--- src/design/bta_pkg.sv ---
// ----------------------------------------------------------------------------
// bta_pkg
// types, constants and helpers shared by the boundary tag allocator
// ----------------------------------------------------------------------------
package bta_pkg;

  localparam int MEM_WORDS   = 4096;
  localparam int ADDR_W      = $clog2(MEM_WORDS);
  localparam int WORD_W      = 16;
  localparam int CNT_W       = 13;
  localparam int BLOCK_LIMIT = 256;
  localparam int OVERHEAD    = 4;
  localparam int DATA_OFFSET = 3;
  localparam int INIT_COUNT  = MEM_WORDS / BLOCK_LIMIT;
  localparam int INIT_W      = $clog2(INIT_COUNT + 1);
  localparam int VISIT_W     = $clog2(MEM_WORDS + 1);
  localparam int SUM_W       = WORD_W + 2;

  localparam logic [ADDR_W-1:0] A_ONE      = ADDR_W'(1);
  localparam logic [ADDR_W-1:0] A_TWO      = ADDR_W'(2);
  localparam logic [ADDR_W-1:0] A_OFS      = ADDR_W'(DATA_OFFSET);
  localparam logic [ADDR_W-1:0] A_OVH      = ADDR_W'(OVERHEAD);
  localparam logic [ADDR_W-1:0] CLEAR_LAST = ADDR_W'(MEM_WORDS - 1);
  localparam logic [ADDR_W-1:0] INIT_TOP   = ADDR_W'(MEM_WORDS - BLOCK_LIMIT);
  localparam logic [ADDR_W-1:0] INIT_STEP  = ADDR_W'(BLOCK_LIMIT - 1);
  localparam logic [WORD_W-1:0] INIT_SIZE  = WORD_W'(BLOCK_LIMIT - 1 - OVERHEAD);
  localparam logic [WORD_W-1:0] W_LIMIT    = WORD_W'(BLOCK_LIMIT);
  localparam logic [SUM_W-1:0]  S_LIMIT    = SUM_W'(BLOCK_LIMIT);
  localparam logic [SUM_W-1:0]  S_OVH      = SUM_W'(OVERHEAD);
  localparam logic [SUM_W-1:0]  NA_MAX     = SUM_W'(MEM_WORDS - 1 - OVERHEAD);
  localparam logic [VISIT_W-1:0] VISIT_MAX = VISIT_W'(MEM_WORDS);
  localparam logic [INIT_W-1:0] INIT_LAST  = INIT_W'(INIT_COUNT);

  localparam logic [1:0] CMD_ALLOC = 2'd0;
  localparam logic [1:0] CMD_FREE  = 2'd1;
  localparam logic [1:0] CMD_INIT  = 2'd2;
  localparam logic [1:0] CMD_NOP   = 2'd3;

  typedef struct packed {
    logic [1:0]  cmd;
    logic [11:0] request_words;
    logic [11:0] block_addr;
  } bta_req_t;

  typedef struct packed {
    logic [11:0] result_addr;
    logic        status;
    logic [12:0] free_blocks;
    logic [12:0] free_words;
  } bta_rsp_t;

  typedef enum logic [5:0] {
    S_CLEAR, S_IDLE,
    S_A_RSZ, S_A_SZ, S_A_NXT,
    S_A_X_N, S_A_X_P, S_A_X_WP, S_A_X_WN, S_A_X_RS, S_A_X_WT,
    S_A_W1, S_A_W2, S_A_W3, S_A_W4,
    S_F_RORIG, S_F_ORIG, S_F_PT, S_F_PSZ, S_F_PTAG, S_F_PW1, S_F_PW2,
    S_F_NA, S_F_NSZ, S_F_NTAG,
    S_F_U_N, S_F_U_P, S_F_U_WP, S_F_U_WN, S_F_NW1, S_F_NW2,
    S_F_H1, S_F_H2, S_F_H3, S_F_H4, S_F_H5,
    S_F_END, S_CARVE, S_CARVE2, S_DONE
  } bta_state_t;

  // status word of a free block
  function automatic logic is_free_tag(input logic [WORD_W-1:0] t);
    return (t != '0) && (t < W_LIMIT);
  endfunction

endpackage

--- src/design/bta_out_buf.sv ---
// ----------------------------------------------------------------------------
// bta_out_buf
// result register holding one response transaction until taken
// ----------------------------------------------------------------------------
module bta_out_buf (
  input  logic               clk,
  input  logic               rst,
  input  logic               load,
  input  bta_pkg::bta_rsp_t  data,
  output logic               valid,
  input  logic               stall,
  output bta_pkg::bta_rsp_t  q
);
  import bta_pkg::*;

  always_ff @(posedge clk) begin
    if (rst) begin
      valid <= 1'b0;
    end else if (load) begin
      valid <= 1'b1;
    end else if (!stall) begin
      valid <= 1'b0;
    end
  end

  always_ff @(posedge clk) begin
    if (load) begin
      q <= data;
    end
  end

endmodule

--- config.mk ---
export PLATFORM = sky130hd
export DESIGN_NAME = bta_out_buf
export DESIGN_NICKNAME = d
export VERILOG_FILES = /design/src/design/bta_pkg.sv /design/src/design/bta_out_buf.sv
export SDC_FILE = /design/constraint.sdc
export NUM_CORES = 1
export LEC_CHECK = 0
export CAP_MARGIN = 20
export CELL_PAD_IN_SITES_DETAIL_PLACEMENT = 0
export CELL_PAD_IN_SITES_GLOBAL_PLACEMENT = 2
export CORE_AREA = 2 2 59 61
export CTS_CLUSTER_DIAMETER = 150
export DETAILED_ROUTE_END_ITERATION = 16
export DIE_AREA = 0 0 61 63
export DONT_BUFFER_PORTS = 1
export GPL_ROUTABILITY_DRIVEN = 0
export HOLD_SLACK_MARGIN = 0.03
export PLACE_DENSITY = 0.84
export SYNTH_ARGS = -nofsm -noshare
export SYNTH_HDL_FRONTEND = slang
export SYNTH_SLANG_ARGS = --single-unit
--- constraint.sdc ---
create_clock -name clk -period 1.2 [get_ports clk]
set_clock_uncertainty 0.15 [all_clocks]
set_input_delay 0.18 -clock clk [delete_from_list [all_inputs] [get_ports clk]]
set_output_delay 0.18 -clock clk [all_outputs]
set_load 0.1 [all_outputs]
==> results of run 1 <==
## where the power goes
group          leakage, uW  switching (uW)  internal [uW]
Sequential        0.000390            89.6           1660
Combinational     0.000551             849            482
Clock            0.0000422             400            437
## cells by family (layout without fill, tap and decap cells)
family | count (synthesis) | in the layout
buffers and inverters | 0 | 89
and+or+nand+nor | 1 | 1
AOI/OAI and AO/OA | 1 | 1
DFF | 40 | 40
## worst max-delay path by stage
stage / startpoint / endpoint / slack [ps] / cells past startpoint
floorplan: q[0] / q[0] / -30 / 0
global placement: q[33] / q[33] / 280 / 1
detailed placement: q[14] / q[14] / 270 / 1
CTS: q[35] / q[35] / -130 / 1
global route: q[24] / q[24] / -150 / 1
finish: q[21] / q[21] / -110 / 1
## final cells by class
class | count | area (um2) | share of cell area
Timing Repair Buffer | 81 | 1209 | 0.4752
Sequential cell | 40 | 1192 | 0.4688
Tap cell | 46 | 57.56 | 0.02263
Clock buffer | 6 | 41.29 | 0.01623
Clock inverter | 2 | 35.03 | 0.01377
Multi-Input combinational cell | 2 | 8.758 | 0.003443
## worst reg2reg max path, stage by stage, from the launching register on
cell and delay, ps:
dfxtp_2 350, buf_4 120, a21oi_1 140, nor2_1 50
## registers in the layout (all words and copies together), names as in the netlist
name   count
q         39
valid      1
## metal layers
metal  vias to the layer above  GRT usage  routed length (um)
met3                         2    0.09317                 433
met4                         0    0.06522                  15
met1                       335     0.1317                 879
met5                         -          0                   0
met2                        59     0.3024                1636
li1                        344          -                   -
## through the flow
step	hold slack, ps	total power [uW]
detailed placement	98.50	3006
finish	-197.3	3918
floorplan	94.97	2505
global placement	97.13	2998
global route	-229.2	4031
CTS	-216.1	3944
## Yosys cell counts
cell type,number
a21oi_1,1
dfxtp_1,1
edfxtp_1,39
nor2_1,1
## what timing repair did
| item | 4_1_cts | 5_1_grt |
|---|---|---|
| endpoints found under the hold margin | 79 | 40 |
| resized for setup | 0 | 0 |
| setup buffers | 1 | 0 |
| endpoints found under the setup margin | 40 | 40 |
==> key figures, run 1 <==
STA
  • Worst rel slew slack: 0.9048
  • Total negative slack: -3136 ps
  • Tightest Pin Transition: between 100 and 150 ps
  • Fin crit share: 1.088
  • Hold slack: -197.3 ps
  • Fmax: between 0.7 and 0.8 GHz
  • Min Clock Period, post-route: ~1300 ps
  • RSZ-0062 raised after global routing: true
  • Final Hold Viols: 40
  • Slew Viols, Final: 0
  • Count of final setup violators: 40
  • Final worst slack: -105.4 ps

Routing
  • DRC viols: 0
  • Final wirelength: 2.965 mm
  • Routed WL per cell: between 15 and 20 um
  • Iteration-0 DRC Markers: 26
  • 1st-pass router iterations: 4
  • Mean number of vias per cell: roughly 4.2
  • Antenna viol nets, final: 0
  • Via Count: 740

Power
  • Power density over the cells: 1540 mW/mm2
  • Peak supply drop: approximately 1.3 mV
  • Leakage: roughly 0.00098 uW

Min path
  • Hold path cells: 0
  • WHS Endpoint: q[1]
  • Worst hold path class: primary input to flop
  • Hold path start: load

Placement
  • DP Cell Count: 128
  • Post-DP Area: 0.002059 mm2
  • Port buffer count: 0
  • DP Worst Slack: about 270 ps

Critical path
  • Crit path arrival time: approximately 1000 ps
  • Crit. End Element: output pin
  • Critical Path Start Type: flop
  • Cells on worst reg2reg path: 3
  • R2R setup slack: about 280 ps
  • Buffers plus inverters on the worst setup path: 1
  • Worst r2r src: valid
  • Highest-delay cell along the critical path: edfxtp_1
  • Crit-path leading delay family: flip-flops
  • CP peak stage delay: ~450 ps
  • Critical Path, Cell by Cell: buf_12
  • Critical Path RT: approximately 870 ps
  • Max Fanout on Critical Path: 1
  • Kind of critical path: flop to output pin
  • RR Endpoint: valid

Run
  • Maxcap violations: 0

Synth
  • Post-synth top area share: 0.9760
  • Post-synthesis compound-gate area fraction: 0.004171
  • Syn_area_per_cell: about 29 um2
  • Multiplexer share of the synthesized area: 0
  • Post-synthesis adder-cell area fraction: 0
  • Distinct cells, synth: 4
  • Simple-gate area share of the yosys netlist: 0.003128
  • Yosys reg bits: 40
  • Register area share after synthesis: 0.9927
  • Synth area leaders: edfxtp_1, dfxtp_1, a21oi_1
  • XOR/XNOR share of the synthesized area: 0
  • Syn_nets: 85
  • Ys Warns: 0
  • Largest area contributor in the netlist: edfxtp_1
  • Largest family of logic cells by synthesized area: compound AO/OA/AOI/OAI gates
  • Post-synthesis instance area: around 0.0012 mm2
  • Synth Instances: 42

Die
  • Die ar.: 0.003843 mm2
  • # rows: 21
  • Die X: a little over 60 um
  • # IOs: 83
  • Core Area: 0.003232 mm2
  • Initial cell density of the core: 0.3713
  • Chip height: around 63 um

Outcome
  • Violated checks: hold timing, setup timing
  • Status: finished, violations left

GRT
  • Global-route wire length before repair: approximately 4.3 mm
  • Vias in the first global route: 924
  • Largest net degree at the start of global routing: between 40 and 50
  • Total gr overflow: 0
  • Initial antenna violation count: 0
  • GRT Total Usage: 0.1636

Finish
  • # fillers: 180
  • Post-layout util: 0.7871
  • Share of cells above drive strength 1: 0.3740
  • Post-Layout Cell Count: 177
  • Layout area overhead: 112.0%
  • Antenna Cells: 0
  • Final instance area: 0.002544 mm2
  • Most frequent cells in the layout: dlygate4sd3_1, buf_12, edfxtp_1
  • Nets: 173

Clock network
  • Sink Count: 40
  • Cts bufs inserted: 5
  • H-tree lvl count: 2
  • CTS tree: built
  • Longest Clk Path Bufs: 2
  • Hold_buf cts: 40
  • Clock slew at the register clock pins of the worst setup and hold paths: about 110 ps
  • Skew-Pair Late Insertion Delay: 330 ps
  • Clk root buf: clkbuf_4
Note: power is estimated with default switching activity, not from simulation.
==> run 2, diff against run 1 <==
--- a/config.mk
+++ b/config.mk
@@ -8,14 +8,15 @@
 export CAP_MARGIN = 20
 export CELL_PAD_IN_SITES_DETAIL_PLACEMENT = 0
 export CELL_PAD_IN_SITES_GLOBAL_PLACEMENT = 2
-export CORE_AREA = 2 2 59 61
+export CORE_AREA = 2 2 58 60
 export CTS_CLUSTER_DIAMETER = 150
 export DETAILED_ROUTE_END_ITERATION = 16
-export DIE_AREA = 0 0 61 63
+export DIE_AREA = 0 0 60 62
 export DONT_BUFFER_PORTS = 1
 export GPL_ROUTABILITY_DRIVEN = 0
 export HOLD_SLACK_MARGIN = 0.03
-export PLACE_DENSITY = 0.84
+export MAX_ROUTING_LAYER = met4
+export PLACE_DENSITY = 0.86
 export SYNTH_ARGS = -nofsm -noshare
 export SYNTH_HDL_FRONTEND = slang
 export SYNTH_SLANG_ARGS = --single-unit
==> run 2 against run 1 <==
  * The flow still finishes with violations (hold timing, setup timing)
  * Clock power increased by 3.1%
  * Worst hold slack worse by 22 ps
  * Non-clock buffer count down 1
  * Sequential power hardly changed
  * Critical path type unchanged
  * Largest power group unchanged
  * Highest routed layer unchanged
==> key figures, run 2 (synthesized netlist as in run 1, its figures left out) <==
Die
  • Die X: about 60 um
  • Core Area: between 0.003 and 0.004 mm2
  • Die ar.: between 0.003 and 0.004 mm2
  • Chip height: 62 um
  • # rows: 21
  • Initial cell density of the core: 0.3774
  • # IOs: 83

STA
  • Hold slack: -219.2 ps
  • Final worst slack: -148.8 ps
  • RSZ-0062 raised after global routing: true
  • Fmax: roughly 0.74 GHz
  • Final Hold Viols: 40
  • Min Clock Period, post-route: around 1300 ps
  • Slew Viols, Final: 0
  • Worst rel slew slack: 0.8950
  • Count of final setup violators: 40
  • Total negative slack: -4431 ps
  • Tightest Pin Transition: between 150 and 200 ps
  • Fin crit share: 1.124

Finish
  • Antenna Cells: 0
  • Share of cells above drive strength 1: 0.3615
  • Most frequent cells in the layout: dlygate4sd3_1, buf_12, edfxtp_1
  • Max reg flops: 39
  • Biggest register: q
  • Layout area overhead: 111.3%
  • Post-layout util: 0.7973
  • Regs by FF count: q x39, valid x1
  • Nets: approximately 170

Clock network
  • Clk root buf: clkbuf_4
  • Clock slew at the register clock pins of the worst setup and hold paths: 120 ps
  • Hold_buf cts: 40
  • H-tree lvl count: 2
  • Sink Count: 40
  • Longest Clk Path Bufs: 2
  • CTS tree: built
  • Setup bufs post-CTS: 0
  • Skew-Pair Late Insertion Delay: around 340 ps
  • Cts bufs inserted: 5

Critical path
  • Max Fanout on Critical Path: 1
  • Buffers plus inverters on the worst setup path: 1
  • Crit. End Element: output pin
  • Highest-delay cell along the critical path: edfxtp_1
  • Kind of critical path: flop to output pin
  • CP peak stage delay: 460 ps
  • Critical Path Start Type: flop
  • Critical Path RT: 870 ps
  • Critical Path, Cell by Cell: buf_12
  • Crit path arrival time: between 1000 and 1500 ps
  • Crit-path leading delay family: flip-flops

Power
  • Peak supply drop: around 0.96 mV
  • Total power: about 4000 uW
  • Power density over the cells: between 1500 and 2000 mW/mm2
  • Leakage: ~0.00098 uW

GRT
  • GRT Total Usage: 0.2103
  • Vias in the first global route: 809
  • Initial antenna violation count: 0
  • Largest net degree at the start of global routing: 41
  • Total gr overflow: 0
  • Global-route wire length before repair: a little under 5 mm

Placement
  • DPL Wire Length: 1.972 mm
  • Port buffer count: 0

Routing
  • Routed WL per cell: 20.32 um
  • Mean number of vias per cell: between 4 and 5
  • Iteration-0 DRC Markers: about 50
  • Final wirelength: ~3.6 mm
  • DRC viols: 0
  • Antenna viol nets, final: 0
  • Via Count: between 800 and 900
  • 1st-pass router iterations: 4

Min path
  • Worst hold path class: primary input to flop

Outcome
  • Status: finished, violations left
  • Violated checks: hold timing, setup timing

Run
  • Maxcap violations: 0
-- run 2: routing by layer --
layer	up-vias	GRT usage	share of wire
met3	4	0.09524	0.12
met2	71	0.3075	0.48
met4	0	0.07619	0.0056
li1	342	-	-
met5	-	-	0
met1	391	0.2590	0.40
-- run 2: final timing paths --
| kind | start | endpoint | slack (ps) | cells past startpoint |
|---|---|---|---|---|
| worst min-delay path | load | q[34] | -220 | 0 |
| worst max register to register | valid | valid | 380 | 2 |
| worst max-delay path | q[0] | q[0] | -150 | 1 |
| worst min register to register | valid | valid | 430 | 2 |
-- run 2: layout make-up --
| type | count | area (um2) |
|---|---|---|
| clock buffers | 5 | 37.54 |
| clock inverters | 3 | 37.54 |
| fillers | 155 | 644.4 |
| multi-input cells | 2 | 8.758 |
| flip-flops and latches | 40 | 1192 |
| well taps | 46 | 57.56 |
| repair buffers | 80 | 1201 |
-- run 2: power breakdown --
group | total [uW] | internal, uW | switching, uW | leakage (uW)
clock network | 863 | 426 | 438 | 0.0000403
logic | 1340 | 480 | 857 | 0.000546
registers | 1760 | 1660 | 96.3 | 0.000390
total | 3960 | 2570 | 1390 | 0.000977
-- run 2: through the flow --
stage          worst slack [ps]  hold slack, ps  area (um2)  cells
5_1_grt                  -186.6          -253.6        2535    176
2_1_floorplan            -34.02           94.97        1201     42
3_5_place_dp              265.8           108.0        2059    128
3_3_place_gp              284.1           96.77        2059    128
4_1_cts                  -140.3          -227.2        2535    176
6_report                 -148.8          -219.2        2535    176
-- run 2: what timing repair did --
action                                  4_1_cts  5_1_grt
hold endpoints to repair                     79       40
gates cloned                                  0        0
endpoints found under the setup margin       40       40
resized for setup                             0        0
